`src/rtl/fcfs_sm_pkg.sv`:
```
// Package for the FCFS scheduler: item types, microcode words and the control store.
`default_nettype none

package fcfs_sm_pkg;

  localparam int unsigned MaxJobsDef = 16;

  typedef struct packed {
    logic [15:0] job_id;
    logic [15:0] arrival_time;
    logic [15:0] burst_time;
    logic        last_job;
  } job_in_t;

  typedef struct packed {
    logic [15:0] out_job_id;
    logic [15:0] out_arrival;
    logic [15:0] out_burst;
    logic [23:0] completion_time;
    logic [23:0] turnaround_time;
    logic [23:0] waiting_time;
    logic [27:0] total_waiting;
    logic        last_result;
    logic        jobs_dropped;
  } job_res_t;

  typedef struct packed {
    logic [15:0] id;
    logic [15:0] arr;
    logic [15:0] bur;
  } job_t;

  typedef enum logic [3:0] {
    OP_LOAD,
    OP_OUTER,
    OP_BEST,
    OP_SCAN,
    OP_RD_BEST,
    OP_HOLD,
    OP_WR_BEST,
    OP_WR_I,
    OP_INC_I,
    OP_RD_K,
    OP_DONE,
    OP_EMIT,
    OP_CLEAR
  } op_e;

  typedef enum logic [2:0] {
    C_NEVER,
    C_ALWAYS,
    C_NO_LAST,
    C_I_END,
    C_J_MORE,
    C_BEST_I,
    C_K_MORE
  } cond_e;

  typedef logic [3:0] step_t;

  localparam step_t S_IDLE  = 4'd0;
  localparam step_t S_CHECK = 4'd1;
  localparam step_t S_BEST  = 4'd2;
  localparam step_t S_SCAN  = 4'd3;
  localparam step_t S_SW_A  = 4'd4;
  localparam step_t S_SW_B  = 4'd5;
  localparam step_t S_SW_C  = 4'd6;
  localparam step_t S_SW_D  = 4'd7;
  localparam step_t S_NEXT  = 4'd8;
  localparam step_t S_RUN_A = 4'd9;
  localparam step_t S_RUN_B = 4'd10;
  localparam step_t S_RUN_C = 4'd11;
  localparam step_t S_FIN   = 4'd12;

  // taken jump goes to target, otherwise to the next step
  typedef struct packed {
    op_e   op;
    cond_e cond;
    step_t target;
  } uword_t;

  function automatic uword_t ucode(step_t pc);
    uword_t w;
    unique case (pc)
      S_IDLE:  w = '{OP_LOAD,    C_NO_LAST, S_IDLE};
      S_CHECK: w = '{OP_OUTER,   C_I_END,   S_RUN_A};
      S_BEST:  w = '{OP_BEST,    C_NEVER,   S_IDLE};
      S_SCAN:  w = '{OP_SCAN,    C_J_MORE,  S_SCAN};
      S_SW_A:  w = '{OP_RD_BEST, C_BEST_I,  S_NEXT};
      S_SW_B:  w = '{OP_HOLD,    C_NEVER,   S_IDLE};
      S_SW_C:  w = '{OP_WR_BEST, C_NEVER,   S_IDLE};
      S_SW_D:  w = '{OP_WR_I,    C_NEVER,   S_IDLE};
      S_NEXT:  w = '{OP_INC_I,   C_ALWAYS,  S_CHECK};
      S_RUN_A: w = '{OP_RD_K,    C_NEVER,   S_IDLE};
      S_RUN_B: w = '{OP_DONE,    C_NEVER,   S_IDLE};
      S_RUN_C: w = '{OP_EMIT,    C_K_MORE,  S_RUN_A};
      default: w = '{OP_CLEAR,   C_ALWAYS,  S_IDLE};
    endcase
    return w;
  endfunction

endpackage

`default_nettype wire

```
`src/rtl/fcfs_schedule_metrics.sv`:
```
// FCFS scheduler top level: job store, microcoded selection sort and schedule datapath.
//
// Jobs are taken one item per cycle while busy is low; the item with last_job set
// closes the batch and the block goes busy. Jobs beyond MAX_JOBS are dropped and
// flagged on every result of that batch. All work runs from a microcode store over
// one job memory with one read and one write port: the selection sort scans, per
// outer pass i, the remaining jobs for the earliest arrival and swaps it into
// place when needed; after the final pass check each result is read, scheduled
// and emitted in turn, and a closing step clears the batch state. Results appear
// on res_o for one cycle with res_valid_o; the receiver cannot stall them.
`default_nettype none

module fcfs_schedule_metrics #(
  parameter int unsigned MAX_JOBS = fcfs_sm_pkg::MaxJobsDef
) (
  input  wire                   clk_i,
  input  wire                   rst_ni,
  input  wire                   start,
  output logic                  busy,
  input  fcfs_sm_pkg::job_in_t  in_i,
  output logic                  res_valid_o,
  output fcfs_sm_pkg::job_res_t res_o
);
  import fcfs_sm_pkg::*;

  localparam int unsigned IW = (MAX_JOBS > 1) ? $clog2(MAX_JOBS) : 1;
  localparam int unsigned CW = $clog2(MAX_JOBS + 1);

  job_t          mem_q [MAX_JOBS];
  job_t          rd_q, tmp_q, cur_q;
  logic          we;
  logic [IW-1:0] wr_addr, rd_addr;
  job_t          wr_data;

  step_t         pc_q, pc_d;
  logic [CW-1:0] count_q, count_d, i_q, i_d, j_q, j_d, best_q, best_d, k_q, k_d;
  logic          ovf_q, ovf_d;
  logic [15:0]   best_arr_q, best_arr_d;
  logic [23:0]   clk_q, clk_d;
  logic [27:0]   wsum_q, wsum_d;
  job_t          tmp_d, cur_d;
  logic          valid_q, valid_d;
  job_res_t      res_q, res_d;

  uword_t        uw;
  logic          take;
  logic [CW-1:0] i_n, j_n, k_n;
  logic [23:0]   start_t, tat, wt;
  logic [24:0]   done_w;
  logic [28:0]   wsum_w;

  assign uw   = ucode(pc_q);
  assign busy = (pc_q != S_IDLE);
  assign i_n  = i_q + CW'(1);
  assign j_n  = j_q + CW'(1);
  assign k_n  = k_q + CW'(1);

  assign start_t = (clk_q > {8'd0, rd_q.arr}) ? clk_q : {8'd0, rd_q.arr};
  assign done_w  = {1'b0, start_t} + {9'd0, rd_q.bur};
  assign tat     = clk_q - {8'd0, cur_q.arr};
  assign wt      = (tat > {8'd0, cur_q.bur}) ? (tat - {8'd0, cur_q.bur}) : 24'd0;
  assign wsum_w  = {1'b0, wsum_q} + {5'd0, wt};

  always_comb begin
    unique case (uw.cond)
      C_NEVER:   take = 1'b0;
      C_ALWAYS:  take = 1'b1;
      C_NO_LAST: take = !(start && in_i.last_job);
      C_I_END:   take = (i_n >= count_q);
      C_J_MORE:  take = (j_n < count_q);
      C_BEST_I:  take = (best_q == i_q);
      C_K_MORE:  take = (k_n < count_q);
      default:   take = 1'b1;
    endcase
    pc_d = take ? uw.target : step_t'(pc_q + 4'd1);
  end

  always_comb begin
    count_d    = count_q;
    ovf_d      = ovf_q;
    i_d        = i_q;
    j_d        = j_q;
    best_d     = best_q;
    k_d        = k_q;
    best_arr_d = best_arr_q;
    clk_d      = clk_q;
    wsum_d     = wsum_q;
    tmp_d      = tmp_q;
    cur_d      = cur_q;
    valid_d    = 1'b0;
    res_d      = res_q;
    we         = 1'b0;
    wr_addr    = count_q[IW-1:0];
    wr_data    = '{id: in_i.job_id, arr: in_i.arrival_time, bur: in_i.burst_time};
    rd_addr    = i_q[IW-1:0];
    unique case (uw.op)
      OP_LOAD: begin
        if (start) begin
          if (count_q < CW'(MAX_JOBS)) begin
            we      = 1'b1;
            count_d = count_q + CW'(1);
          end else begin
            ovf_d = 1'b1;
          end
        end
      end
      OP_OUTER: begin
        best_d  = i_q;
        j_d     = i_n;
        rd_addr = i_q[IW-1:0];
      end
      OP_BEST: begin
        best_arr_d = rd_q.arr;
        rd_addr    = j_q[IW-1:0];
      end
      OP_SCAN: begin
        if (rd_q.arr < best_arr_q) begin
          best_d     = j_q;
          best_arr_d = rd_q.arr;
        end
        j_d     = j_n;
        rd_addr = j_n[IW-1:0];
      end
      OP_RD_BEST: rd_addr = best_q[IW-1:0];
      OP_HOLD: begin
        tmp_d   = rd_q;
        rd_addr = i_q[IW-1:0];
      end
      OP_WR_BEST: begin
        we      = 1'b1;
        wr_addr = best_q[IW-1:0];
        wr_data = rd_q;
      end
      OP_WR_I: begin
        we      = 1'b1;
        wr_addr = i_q[IW-1:0];
        wr_data = tmp_q;
      end
      OP_INC_I: i_d = i_n;
      OP_RD_K: rd_addr = k_q[IW-1:0];
      OP_DONE: begin
        cur_d = rd_q;
        clk_d = done_w[24] ? 24'hFF_FFFF : done_w[23:0];
      end
      OP_EMIT: begin
        wsum_d  = wsum_w[28] ? 28'hFFF_FFFF : wsum_w[27:0];
        valid_d = 1'b1;
        res_d   = '{
          out_job_id:      cur_q.id,
          out_arrival:     cur_q.arr,
          out_burst:       cur_q.bur,
          completion_time: clk_q,
          turnaround_time: tat,
          waiting_time:    wt,
          total_waiting:   wsum_d,
          last_result:     (k_n == count_q),
          jobs_dropped:    ovf_q
        };
        k_d = k_n;
      end
      OP_CLEAR: begin
        count_d = '0;
        ovf_d   = 1'b0;
        i_d     = '0;
        k_d     = '0;
        clk_d   = '0;
        wsum_d  = '0;
      end
      default: ;
    endcase
  end

  always_ff @(posedge clk_i) begin
    if (we) begin
      mem_q[wr_addr] <= wr_data;
    end
    rd_q <= mem_q[rd_addr];
  end

  always_ff @(posedge clk_i) begin
    best_arr_q <= best_arr_d;
    tmp_q      <= tmp_d;
    cur_q      <= cur_d;
    res_q      <= res_d;
  end

  always_ff @(posedge clk_i or negedge rst_ni) begin
    if (!rst_ni) begin
      pc_q    <= S_IDLE;
      count_q <= '0;
      ovf_q   <= 1'b0;
      i_q     <= '0;
      j_q     <= '0;
      best_q  <= '0;
      k_q     <= '0;
      clk_q   <= '0;
      wsum_q  <= '0;
      valid_q <= 1'b0;
    end else begin
      pc_q    <= pc_d;
      count_q <= count_d;
      ovf_q   <= ovf_d;
      i_q     <= i_d;
      j_q     <= j_d;
      best_q  <= best_d;
      k_q     <= k_d;
      clk_q   <= clk_d;
      wsum_q  <= wsum_d;
      valid_q <= valid_d;
    end
  end

  assign res_valid_o = valid_q;
  assign res_o       = res_q;

  a_res_while_busy: assert property (@(posedge clk_i) disable iff (!rst_ni)
    res_valid_o |-> busy)
    else $error("result outside a batch");

  a_load_stays_idle: assert property (@(posedge clk_i) disable iff (!rst_ni)
    (start && !busy && !in_i.last_job) |=> !busy)
    else $error("went busy on a non-final item");

  a_last_ends_results: assert property (@(posedge clk_i) disable iff (!rst_ni)
    (res_valid_o && res_o.last_result) |=> !res_valid_o)
    else $error("result after the final one");

  a_wait_le_tat: assert property (@(posedge clk_i) disable iff (!rst_ni)
    res_valid_o |-> (res_o.waiting_time <= res_o.turnaround_time))
    else $error("waiting time exceeds turnaround");

endmodule

`default_nettype wire

```
`config.mk`:
```
export PLATFORM = sky130hd
export DESIGN_NAME = fcfs_schedule_metrics
export DESIGN_NICKNAME = d
export VERILOG_FILES = /design/src/rtl/fcfs_sm_pkg.sv /design/src/rtl/fcfs_schedule_metrics.sv
export SDC_FILE = /design/constraint.sdc
export NUM_CORES = 2
export LEC_CHECK = 0
export BUFFER_PORTS_ARGS = -buffer_cell sky130_fd_sc_hd__buf_4
export CORE_ASPECT_RATIO = 1.4
export CORE_UTILIZATION = 55
export CTS_BUF_LIST = sky130_fd_sc_hd__clkbuf_4 sky130_fd_sc_hd__clkbuf_8 sky130_fd_sc_hd__clkbuf_16
export DETAILED_ROUTE_END_ITERATION = 10
export PLACE_DENSITY = 0.8
export SYNTH_ARGS = -nofsm -noshare
export SYNTH_HDL_FRONTEND = slang
export SYNTH_SLANG_ARGS = --single-unit
```
`constraint.sdc`:
```
create_clock -name clk_i -period 9 [get_ports clk_i]
set_clock_uncertainty 0.15 [all_clocks]
set_input_delay 1.8 -clock clk_i [delete_from_list [all_inputs] [get_ports clk_i]]
set_output_delay 1.8 -clock clk_i [all_outputs]
set_load 0.005 [all_outputs]
```
==> impl_results.md <==
- Global-route congestion overflow total: 0
- All-Layer GR Usage: 27.9%
- Core footprint: 87400 µm²
- Multi-input logic area: 14100 µm²
- Number of antenna violations at the first check in global routing: 1
- Synthesis warning total: 0
- Async set-or-reset flop fraction in the synthesized netlist: 7.15%
- Clk sinks: 1161
- Post-synth EDFFs: 1030
- Vert. Die Dim: 354 µm
- Distinct cells, synth: 75
- Worst path arrival time: 8.84 ns
- Worst skew pair latency: 0.71 ns
- Worst hold path cell count: 0
- Library cell used as clock root buffer: sky130_fd_sc_hd__clkbuf_16
- Starting density of the core: 55.7%
- Max Fclk: 117 MHz
- Result of the run: finished clean
- Nets in the synthesized netlist: 3057
- Kind of start point of the critical path: flop
- Final-report hold violation count: 0
- Main synth FF type: sky130_fd_sc_hd__edfxtp_1
- First-pass GRT wire length: 183 mm
- Fraction of final layout cells sized beyond drive strength 1: 21.9%
- Max-slew headroom: 18.9%
- Total power: 10.8 mW
- Required arrival time at the worst endpoint: 9.28 ns
- Pin slew with the least headroom to its limit: 1.22 ns
- Final wirelength: 124 mm
- Type of element capturing the critical path: flop
- Worst r2r path cells: 25
- Worst hold-check path type: flop to flop
- Clock tree from TritonCTS: built
- Die Footprint: 89800 µm²
- Die width: 254 µm
- Synth area leader: sky130_fd_sc_hd__edfxtp_1
- Post-CTS Hold Fix Bufs: 0
- Area share of the leading cell type in the synthesized netlist: 63.5%
- Routed WL per cell: 28.6 µm
- Ratio of final minimum period to clock period: 95.1%
- Register area share after synthesis: 69.7%
- Number of H-tree levels: 3
- Final critical delay including setup and external delays: 8.56 ns
- Area of all placed cells without fillers: 55500 µm²
- Syn Inst Count: 2876
- Number of filler cells placed in the layout: 5932
- Sequential cell area: 34000 µm²
- Max-cap check violation count: 0
- Pre-antenna DRT Iters: 6
- Number of DRC violations after detailed routing: 0
- Count of buffers inserted at the top-level ports: 203
- Average cell area after synthesis: 16.9 µm²
- Count of boundary I/O pins: 204
- Highest net fanout along the worst path: 37
- Number of buffers on the longest clock path: 3
- Number of CTS-inserted buffers: 105
- Row count: 128
- Worst Path Class, Setup: flop to flop
- Final count of pins violating max slew: 0
- Synth Register Bits: 1161
- Number of global-route vias before repair: 29132
- Most common library cells after synthesis: sky130_fd_sc_hd__edfxtp_1, sky130_fd_sc_hd__mux4_2, sky130_fd_sc_hd__mux2i_1
- Max VDD drop: 0.219 mV
- Mapped cell area: 48700 µm²
- Number of antenna-violating nets in the routed design: 0
- Power density cells: 194 nW/µm²
- Vias per inst: 6.44
- Standard cell area after detailed placement: 51700 µm²
- Leading post-synthesis cells by cell area: sky130_fd_sc_hd__edfxtp_1, sky130_fd_sc_hd__mux4_2, sky130_fd_sc_hd__dfrtp_1
- Area growth from synthesis to final layout: 13.9%
- Cell with the most instances after synthesis: sky130_fd_sc_hd__edfxtp_1
- CTS clk-pin slew, worst paths: 0.07 ns
- Fin nets: 3276
- Leakage component of the power: 19.5 nW
- Placed wire-length estimate after detailed placement: 70.4 mm
- Setup-failing EPs final: 0
- Pin count of the biggest net entering global routing: 169
- Final weighted congestion in routability-driven placement: 0.956
- Routed vias: 28047
- Number of DRC markers after the initial detailed-route iteration: 2949
-- per-layer routing --
metal	vias to the layer above	GRT usage, %	share of wire, %
met5	-	0	0.0096
met4	2	13.2	4.4
met3	315	4.37	8.9
met2	1614	48.9	52
met1	14231	33.6	35
li1	11885	-	-
-- metrics by stage --
step	utilization [%]	cells	setup slack, ns	hold WS (ns)	TNS, ns
after floorplan	-	2876	1.71	0.250	0
after global placement	59.1	4157	0.413	0.257	0
after detailed placement	59.1	4157	0.266	0.258	0
after CTS	63.4	4355	0.225	0.283	0
after global routing	63.5	4356	-0.00638	0.286	-0.00871
final	63.5	4357	0.437	0.278	0
-- repair_timing --
action,CTS,global route
setup endpoints to repair,0,39
gates resized for setup,0,1
buffers inserted,0,1
-- worst max-delay path, cell delays in order (launching register included) --
cell and delay, ns:
sky130_fd_sc_hd__dfrtp_1 0.37, sky130_fd_sc_hd__inv_1 0.09, sky130_fd_sc_hd__ha_1 0.21, sky130_fd_sc_hd__fa_1 0.41, sky130_fd_sc_hd__nand2b_1 0.19, sky130_fd_sc_hd__a211oi_1 0.50
sky130_fd_sc_hd__nor2_1 0.13, sky130_fd_sc_hd__xnor2_1 0.17, sky130_fd_sc_hd__ha_1 0.23, sky130_fd_sc_hd__or4_1 0.53, sky130_fd_sc_hd__a2111oi_2 0.40, sky130_fd_sc_hd__o41ai_1 0.23
sky130_fd_sc_hd__a221oi_2 0.54, sky130_fd_sc_hd__a21oi_1 0.15, sky130_fd_sc_hd__nor4b_4 0.44, sky130_fd_sc_hd__nor2_1 0.10, sky130_fd_sc_hd__ha_1 0.22, sky130_fd_sc_hd__fa_1 0.44
sky130_fd_sc_hd__a211oi_1 0.29, sky130_fd_sc_hd__o21ai_0 0.15, sky130_fd_sc_hd__a21oi_1 0.41, sky130_fd_sc_hd__o21ai_0 0.35, sky130_fd_sc_hd__a311oi_1 0.47, sky130_fd_sc_hd__o21ai_1 0.21
sky130_fd_sc_hd__and4_2 0.50, sky130_fd_sc_hd__or2_2 0.38
-- sequential cells by signal, indices dropped and copies added (netlist names), 16 cells and up --
signal and flops:
wsum_q 28, mem_q 768, best_arr_q 16, clk_q 24, res_o 150, cur_q 48
tmp_q 48, rd_q 48
-- placed cells by master (no fill, tap or decap), types with 38 or more instances in the layout --
master                         n
sky130_fd_sc_hd__edfxtp_1   1030
sky130_fd_sc_hd__o21ai_0      79
sky130_fd_sc_hd__buf_4       237
sky130_fd_sc_hd__a21oi_1     108
sky130_fd_sc_hd__clkbuf_16   107
sky130_fd_sc_hd__ha_1        125
sky130_fd_sc_hd__mux2i_1     150
sky130_fd_sc_hd__nor3_1       47
sky130_fd_sc_hd__and3_1       44
sky130_fd_sc_hd__nand2_1     116
sky130_fd_sc_hd__inv_1        87
sky130_fd_sc_hd__xor2_1       38
sky130_fd_sc_hd__nand3_1      50
sky130_fd_sc_hd__xnor2_1      49
sky130_fd_sc_hd__dfxtp_1      48
sky130_fd_sc_hd__mux4_2      192
sky130_fd_sc_hd__a221o_1      48
sky130_fd_sc_hd__dfrtp_1      83
sky130_fd_sc_hd__nor2_1       83
-- path summary, 6_finish.rpt --
check	start	end	slack (ns)
setup / recovery	clk_q[0]	res_o[9]	0.44
hold / removal	cur_q[33]	res_o[135]	0.28
setup reg to reg	clk_q[0]	res_o[9]	0.44
hold reg to reg	cur_q[33]	res_o[135]	0.28
max in group asynchronous	rst_ni	clk_q[1]	6.65
min in group asynchronous	rst_ni	res_valid_o	0.90
-- where the power goes --
group	switching [mW]	internal (mW)	leakage, nW
clock network	1.99	2.86	1.85
logic	0.0662	0.0244	6.83
registers	0	5.84	10.8
total	2.06	8.72	19.5
-- cell families (layout without fill, tap and decap cells) --
family	Yosys count	after routing	synth area share (%)
other	0	1	0
multiplexers	373	373	12.7
AND/OR/NAND/NOR	489	489	5.03
flip-flops	1161	1161	69.7
XOR/XNOR	87	87	1.56
AO/OA/AOI/OAI	420	420	5.87
adder cells (fa/ha/maj)	129	129	3.37
buffers and inverters	217	527	1.78
-- layout make-up --
class	instances	share of cell area [%]
Antenna cell	1	0.00451
Clock buffer	133	5.20
Clock inverter	65	1.61
Inverter	89	0.616
Multi-Input combinational cell	1498	25.4
Sequential cell	1161	61.2
Tap cell	1170	2.64
Timing Repair Buffer	240	3.31
No activity file was read; power rests on OpenSTA's default activity.
